File: src/hdl/c2d_pkg.sv
// shared constants, types and codes of the multi-map convolution block
`timescale 1ns / 1ps
package c2d_pkg;

  localparam int KernelSize  = 10;
  localparam int FeatureMaps = 2;
  localparam int MaxWidth    = 512;

  localparam int KArea     = KernelSize * KernelSize;
  localparam int NWeights  = FeatureMaps * KArea;
  localparam int RowSlots  = (KernelSize > 1) ? KernelSize - 1 : 1;

  localparam int KW       = (KernelSize > 1) ? $clog2(KernelSize) : 1;
  localparam int SW       = $clog2(KernelSize + 1);
  localparam int SlotW    = (RowSlots > 1) ? $clog2(RowSlots) : 1;
  localparam int MapW     = (FeatureMaps > 1) ? $clog2(FeatureMaps) : 1;
  localparam int KAddrW   = (NWeights > 1) ? $clog2(NWeights) : 1;
  localparam int WinAddrW = (KArea > 1) ? $clog2(KArea) : 1;
  localparam int RowAddrW = $clog2(RowSlots * MaxWidth);
  localparam int ColW     = $clog2(MaxWidth);
  localparam int RowW     = 12;
  localparam int ProdW    = 33;
  localparam int SumW     = 48;
  localparam int CfgIdxW  = 2;

  // item commands
  localparam logic CmdWeight = 1'b0;
  localparam logic CmdPixel  = 1'b1;

  // register indexes
  localparam logic [CfgIdxW-1:0] RegWidth  = 2'd0;
  localparam logic [CfgIdxW-1:0] RegHeight = 2'd1;

  typedef enum logic [2:0] {
    ST_IDLE,
    ST_FETCH,
    ST_MAC,
    ST_DRAIN,
    ST_OUT
  } state_e;

  typedef struct packed {
    logic wt_write;
    logic px_load;
    logic fetch_step;
    logic mac_start;
    logic next_map;
    logic mac_issue;
    logic advance;
  } ctrl_cmd_t;

  typedef struct packed {
    logic fetch_done;
    logic need_out;
    logic mac_last;
    logic pipe_busy;
    logic last_map;
  } dp_status_t;

endpackage

File: src/hdl/c2d_ctrl.sv
// controller state machine sequencing fetch, multiply-accumulate and output
`timescale 1ns / 1ps
module c2d_ctrl (
  input  logic                clk_i,
  input  logic                rst_ni,
  input  logic                in_valid_i,
  output logic                in_ready_o,
  input  logic                cmd_i,
  output logic                out_valid_o,
  input  logic                out_ready_i,
  input  c2d_pkg::dp_status_t status_i,
  output c2d_pkg::ctrl_cmd_t  cmd_o
);

  c2d_pkg::state_e state_q, state_d;

  // state register
  always_ff @(posedge clk_i or negedge rst_ni) begin
    if (!rst_ni) begin
      state_q <= c2d_pkg::ST_IDLE;
    end else begin
      state_q <= state_d;
    end
  end

  // next state and commands
  always_comb begin
    state_d     = state_q;
    cmd_o       = '0;
    in_ready_o  = 1'b0;
    out_valid_o = 1'b0;
    unique case (state_q)
      c2d_pkg::ST_IDLE: begin
        in_ready_o = 1'b1;
        if (in_valid_i) begin
          if (cmd_i == c2d_pkg::CmdPixel) begin
            cmd_o.px_load = 1'b1;
            state_d       = c2d_pkg::ST_FETCH;
          end else begin
            cmd_o.wt_write = 1'b1;
          end
        end
      end
      c2d_pkg::ST_FETCH: begin
        cmd_o.fetch_step = 1'b1;
        if (status_i.fetch_done) begin
          if (status_i.need_out) begin
            cmd_o.mac_start = 1'b1;
            state_d         = c2d_pkg::ST_MAC;
          end else begin
            cmd_o.advance = 1'b1;
            state_d       = c2d_pkg::ST_IDLE;
          end
        end
      end
      c2d_pkg::ST_MAC: begin
        cmd_o.mac_issue = 1'b1;
        if (status_i.mac_last) begin
          state_d = c2d_pkg::ST_DRAIN;
        end
      end
      c2d_pkg::ST_DRAIN: begin
        if (!status_i.pipe_busy) begin
          state_d = c2d_pkg::ST_OUT;
        end
      end
      c2d_pkg::ST_OUT: begin
        out_valid_o = 1'b1;
        if (out_ready_i) begin
          if (status_i.last_map) begin
            cmd_o.advance = 1'b1;
            state_d       = c2d_pkg::ST_IDLE;
          end else begin
            cmd_o.next_map = 1'b1;
            state_d        = c2d_pkg::ST_MAC;
          end
        end
      end
      default: begin
        state_d = c2d_pkg::ST_IDLE;
      end
    endcase
  end

endmodule

File: config.mk
export PLATFORM = sky130hd
export DESIGN_NAME = c2d_ctrl
export DESIGN_NICKNAME = d
export VERILOG_FILES = /design/src/hdl/c2d_pkg.sv /design/src/hdl/c2d_ctrl.sv
export SDC_FILE = /design/constraint.sdc
export NUM_CORES = 1
export LEC_CHECK = 0
export ABC_AREA = 1
export ABC_CLOCK_PERIOD_IN_PS = 1500
export BUFFER_PORTS_ARGS = -buffer_cell sky130_fd_sc_hd__buf_2
export CORE_AREA = 2 2 39 41
export DETAILED_ROUTE_END_ITERATION = 8
export DIE_AREA = 0 0 41 43
export PLACE_DENSITY = 0.51
export SETUP_SLACK_MARGIN = 0.05
export SYNTH_ARGS = -nofsm -noshare
export SYNTH_HDL_FRONTEND = slang
export SYNTH_SLANG_ARGS = --single-unit
export TNS_END_PERCENT = 5
File: constraint.sdc
create_clock -name clk_i -period 1.5 [get_ports clk_i]
set_input_delay 0.075 -clock clk_i [delete_from_list [all_inputs] [get_ports clk_i]]
set_output_delay 0.075 -clock clk_i [all_outputs]
set_load 0.02 [all_outputs]
### Yosys cells after proc, flatten, opt, wreduce, memory -nomap -nowiden

Index checks and enable logic that the tools add are counted.

* add/sub/neg operators: 0
* multiply operators: 0
* divide/modulo/power cells: 0
* $lt $le $gt $ge: 0
* equality and inequality tests: 10
* shift-type cells: 0
* muxes and demuxes: 27
* bitwise operators: 0
* reductions and logical operators: 2

Operator list (number)
* $mux W3: 6
* $pmux W3 S5: 1
* $mux W1: 14
* $ne A2 B2 Y1 const B: 6
* $mux W2: 5
* $eq A3 B2 Y1 const B: 2
* $reduce_and A6 Y1: 1
* $eq A3 B1 Y1 const B: 1
* $eq A3 B3 Y1 const B: 1
* $logic_not A3 Y1: 1
* $pmux W1 S2: 1

* bits in registers: 3
* bits in latches: 0
* bits in writable memories: 0
* bits in read-only memories: 0
* logic and storage cells: 40
* memories: 0

### Longest topological paths before layout

Gate-level depths: netlist (run 1).

* depth in word-level cells: 3
* depth in mapped cells: 7
* mapped depth without buffers: 7

### Least setup slack after synthesis (run 1)

Ideal clock, no wire load.

* path kind: reg-to-output
* from: reg state_q[0]
* to: out cmd_o[6] (netlist name)
* data arrival time: 1.347 ns
* data required time: 1.425 ns
* path slack: 0.078 ns
* stages on the path, launching flop included: 6
* buffers on the path: 0
* cell sequence: dfrtp_1 -> nor2_2 -> inv_1 -> nor2_1 -> nand2_1 -> nor2_1

RTL lines
* start, declared: line c2d_ctrl.sv:15 `c2d_pkg::state_e state_q, state_d;`
* start signal, assigned: line c2d_ctrl.sv:20 `state_q <= c2d_pkg::ST_IDLE;`
* start signal, assigned: line c2d_ctrl.sv:22 `state_q <= state_d;`
* end, declared: line c2d_ctrl.sv:12 `output c2d_pkg::ctrl_cmd_t cmd_o`

==> flow_summary.yaml, run 1 <==
clocking:
  clk_pin_slew_ps: 40
  clk_latency_ps: 230
  root_buffer: "clkbuf_4"
  cts_tree: "built"
  numCtsBuffers: 3
  cts_buffer_depth: 2
  cts.sinks: 3
  h-tree-depth: 1
die:
  core-area_mm2: 0.001384
  rows: 14
  die_w_um: 41
  io_pins: 19
  start_util_pct: 20.80
  die_area_mm2: 0.001763
  die_y_um: 43
finish:
  drive_above_1_share_pct: 50.00
  final_common_cell: "buf_2"
  fillCellCount: 166
  area_growth_pct: 61.74
  largest_reg_flops: 3
  largest-register: "state_q"
  reg_top3: "state_q (3)"
  nets: 83
  antennaDiodeCount: 0
  final_cell_mix: "17 x buf_2, 11 x nand2_1, 7 x nand3_1"
worst_setup_path:
  endpoint_kind: "output pin"
  crit_required_ps: 1420
  reg2reg_depth: 7
  regToRegEndpoint: "state_q[0]"
  cp-start-kind: "flip-flop"
  cp_max_fo: 6
  path_class: "reg -> out"
  rrSetupSlack_ps: 320
  arrival_ps: 1300
  r2r-start: "state_q[1]"
sta:
  hold_violations: 0
  grt_setup_unrepaired: "yes"
  slew_violations: 0
  relSlewSlack_pct: 84.72
  fin_crit_sh_pct: 91.98
  worst_slack_ps: 120.4
  finalCriticalPeriod_ps: 1380
  setup_viol: 0
  worst_pin_slew_ps: 228.3
  setup_tns_ps: 0
  finClkSkew_ps: 0.8335
  max_freq_ghz: 0.7248
yosys:
  synthTopCellsByArea: "dfrtp_1 26%, nand2_1 14%, nand3_1 12%"
  ys_seq_area_share_pct: 26.09
  synth_nets: 57
  yosys.area.top_type: "dfrtp_1"
  netlist_instances: 47
  yosysWarnings: 0
  avgSynthCellArea_um2: 6.123
  ys_types: 14
  synth-seq-cells: 3
  yosysTopAreaCellShare_pct: 26.09
  syn-cell-area_um2: 287.8
placement:
  dpl.hpwl_um: 591.3
  port_buffers: 18
  place.gp.congestion: 0.7816
  pre_cts_ws_ps: 278.2
grt:
  met1_usage_pct: 10.03
  grt.overflow.total: 0
  grt_max_degree: 8
  grt_use_total_pct: 10.26
  grt_pass1_vias: 340
  grt_busiest_layer: "met2"
  antenna_found_initial: 0
  grt_pass1_wl_um: 1173
  grtUsageMet3_pct: 3.665
  grt_use_met2_pct: 15.31
outcome:
  run_status: "finished clean"
detailed_routing:
  drtAntennaViolNets: 0
  wl_per_cell_um: 8.977
  drtPass1Iterations: 3
  vias: 383
  drt-total-wl_um: 790
  drc: 0
  viasPerCell: 4.352
  drt-initial-drc-count: 3
worst_hold_path:
  min_path_type: "in -> async"
power_and_ir_drop:
  peakVddDrop_uv: 788.9
  power_density_mw_per_mm2: 1990
  p_leak_nw: 0.2757
run:
  maxCapViolCount: 0
==> what timing repair did <==
| item | CTS | global route |
|---|---|---|
| hold endpoints to repair | 3 | 0 |
| endpoints found under the setup margin | 1 | 2 |
| hold buffers | 1 | 0 |
| resized for setup | 2 | 6 |
| setup buffers | 0 | 2 |
==> power by group <==
| group | leakage [nW] | total (W) | internal, W | switching, W |
|---|---|---|---|---|
| logic | 0.226 | 0.000601 | 0.000226 | 0.000375 |
| registers | 0.0346 | 0.000184 | 0.000124 | 0.0000609 |
| clock network | 0.0150 | 0.000141 | 0.0000996 | 0.0000409 |
==> routing by layer <==
layer / part of all wire [%] / up-vias
li1: - / 200
met1: 41 / 170
met2: 51 / 13
met3: 8.0 / 0
met4: 0 / 0
met5: 0 / -
==> Yosys cell counts (all sizes together) <==
library cell and n:
nor2 10, nand3 8, inv 8, nand4 2, nor3 1, nand2 12, o31ai 1, dfrtp 3
nand3b 2
==> worst max-delay path, stage by stage, from the launching register on <==
cell and delay, ps:
dfrtp_2 450, nor2_4 110, inv_1 80, nor2_2 100, nand3_1 80, o31ai_1 60
buf_2 190
==> worst max path at each step <==
stage,from,endpoint,slack (ps),cells after the start
2_1_floorplan,state_q[0],cmd_o[6],80,5
3_3_place_gp,state_q[0],cmd_o[0],310,6
3_5_place_dp,state_q[0],cmd_o[0],280,6
4_1_cts,state_q[1],cmd_o[0],60,6
5_1_grt,state_q[1],cmd_o[0],30,6
6_report,state_q[1],cmd_o[0],120,6
==> per-stage QoR <==
stage                     hold slack [ps]  util, %  instances  cell area (um^2)  total power (W)
after detailed placement           -128.2    28.75         81             397.9        0.0007093
after CTS                           155.2    31.83         86             440.4        0.0008817
after global routing                147.5    33.63         88             465.4         0.001028
after floorplan                    -220.6        -         47             287.8        0.0005689
after global placement             -126.8    28.75         81             397.9        0.0007081
final                               167.6    33.63         88             465.4        0.0009263
==> area by class of cell <==
type | count | area (um^2) | share of cell area [%]
Sequential cell | 3 | 78.83 | 16.94
Inverter | 8 | 30.03 | 6.452
Multi-Input combinational cell | 36 | 192.7 | 41.40
Clock buffer | 4 | 26.28 | 5.645
Timing Repair Buffer | 21 | 117.6 | 25.27
Tap cell | 16 | 20.02 | 4.301
==> logic make-up (layout without fill, tap and decap cells) <==
group | after synthesis | in the layout | synth area share, %
buffers and inverters | 8 | 33 | 10.44
flip-flops | 3 | 3 | 26.09
AO/OA/AOI/OAI | 1 | 1 | 2.610
AND/OR/NAND/NOR | 35 | 35 | 60.87
Power figures use the tool's default switching activity.
==> inputs of run 2 (changes only) <==
--- a/config.mk
+++ b/config.mk
@@ -12,6 +12,7 @@
 export DETAILED_ROUTE_END_ITERATION = 8
 export DIE_AREA = 0 0 41 43
 export PLACE_DENSITY = 0.51
+export RECOVER_POWER = 100
 export SETUP_SLACK_MARGIN = 0.05
 export SYNTH_ARGS = -nofsm -noshare
 export SYNTH_HDL_FRONTEND = slang
==> run 2 against run 1 <==
Net effect: via count fell by 1.0%; sequential power barely moved; highest routed layer unchanged; worst hold slack improved by 17 ps; count of clock-buffer cells in the layout did not move.
==> flow_summary.yaml, run 2 (synthesis gave the netlist of run 1 again) <==
power_and_ir_drop:
  power_frac_seq_pct: 20.1
  power_w: 0.0009095
  power.switching_w: 0.0004742
  clkPwrFrac_pct: 15.5
  peakVddDrop_uv: 785.3
  p_comb_share_pct: 64.5
  swShare_pct: 52.13
  p_int_w: 0.0004354
  p_leak_nw: 0.2545
  power_density_mw_per_mm2: 1992
worst_setup_path:
  path_class: "reg -> out"
  endpoint_kind: "output pin"
  slowest_stage: "dfrtp_2"
  cp_cell_sequence: "nor2_4 -> inv_1 -> nor2_2 -> nand3_1 -> o31ai_1 -> buf_2"
  worst-path-buf-inv: 2
  cp-start-kind: "flip-flop"
  crit_required_ps: 1420
  arrival_ps: 1310
  cp_max_fo: 6
  worst_path_largest_cell_delay_ps: 450
  cp_top_family: "flip-flops"
sta:
  slew_violations: 0
  setup_tns_ps: 0
  finalCriticalPeriod_ps: 1385
  worst_pin_slew_ps: 253.7
  grt_setup_unrepaired: "yes"
  max_freq_ghz: 0.7221
  relSlewSlack_pct: 83.16
  setup_viol: 0
  hold_violations: 0
  fin_crit_sh_pct: 92.32
  finClkSkew_ps: 0.8309
detailed_routing:
  drt-initial-drc-count: 2
  wl_per_cell_um: 9.011
  drtAntennaViolNets: 0
  drt-total-wl_um: 793
  viasPerCell: 4.307
  drtPass1Iterations: 2
  drc: 0
  vias: 379
die:
  rows: 14
  die_w_um: 41
  core-area_mm2: 0.001384
  io_pins: 19
  die_y_um: 43
  die_area_mm2: 0.001763
  start_util_pct: 20.80
placement:
  place.gp.congestion: 0.7816
  port_buffers: 18
  dpl.hpwl_um: 591.3
  dpl.cell_count: 81
finish:
  largest-register: "state_q"
  drive_above_1_share_pct: 38.89
  nets: 83
  final_cell_mix: "11 x nand2_1, 10 x buf_2, 7 x nand3_1, 7 x clkbuf_1, 6 x inv_1"
  final_common_cell: "nand2_1"
  area_growth_pct: 58.70
  fin_cells: 88
  reg_top3: "state_q (3)"
  antennaDiodeCount: 0
  largest_reg_flops: 3
worst_hold_path:
  min_path_type: "in -> async"
clocking:
  root_buffer: "clkbuf_4"
  cts_tree: "built"
  numCtsBuffers: 3
  clk_latency_ps: 230
  cts.sinks: 3
  h-tree-depth: 1
  clk_pin_slew_ps: 40
  cts_buffer_depth: 2
outcome:
  run_status: "finished clean"
run:
  maxCapViolCount: 0
grt:
  grt_pass1_wl_um: 1173
  grt_max_degree: 8
  grt_use_total_pct: 10.26
  grt_pass1_vias: 340
  grt.overflow.total: 0
  antenna_found_initial: 0
run 2: changes by cell type in the layout (fill, tap and decap cells not counted), sizes merged:
cell / delta
clkbuf: +7
buf: -7
run 2: cell type report:
class	count	area, um^2
Clock buffer	4	26.28
Fill cell	170	927.1
Inverter	8	30.03
Multi-Input combinational cell	36	192.7
Sequential cell	3	77.57
Tap cell	16	20.02
Timing Repair Buffer	21	110.1
run 2: power by group through the flow:
stage	Clock, W	Sequential [W]	Combinational (W)
6_report	0.000141	0.000183	0.000586
5_1_grt	0.000164	0.000187	0.000662
4_1_cts	0.000152	0.000191	0.000539
3_5_place_dp	0	0.000181	0.000528
3_3_place_gp	0	0.000179	0.000529
2_1_floorplan	0	0.000169	0.000400
run 2: path summary, 6_finish.rpt:
check | depth (start not counted) | startpoint | endpoint | slack (ps)
worst min register to register | 2 | state_q[0] | state_q[0] | 550
min in group clk_i | 4 | out_ready_i | state_q[2] | 210
worst max register to register | 6 | state_q[2] | state_q[2] | 280
worst min-delay path | 2 | rst_ni | state_q[0] | 180
max in group asynchronous | 2 | rst_ni | state_q[1] | 1150
worst max-delay path | 6 | state_q[1] | cmd_o[0] | 120
run 2: layer usage:
layer / global-route usage, % / part of all wire [%] / vias to the layer above
met5: 0 / 0 / -
met4: 10.00 / 0 / 0
met3: 3.665 / 8.4 / 0
met2: 15.31 / 50 / 13
met1: 10.03 / 42 / 165
li1: - / - / 201
run 2: metrics by stage:
stage	area (um^2)	setup slack, ps	util (%)	hold WS [ps]
floorplan	287.8	78.17	-	-220.6
global placement	397.9	308.2	28.75	-126.8
detailed placement	397.9	278.2	28.75	-128.2
CTS	440.4	61.12	31.83	155.2
global route	456.7	20.13	33.00	169.9
finish	456.7	115.1	33.00	184.7
run 2: timing repair:
action,CTS,global route
endpoints found under the hold margin,3,0
setup endpoints to repair,1,2
hold buffers,1,0
setup buffers,0,2
gates resized for setup,2,6
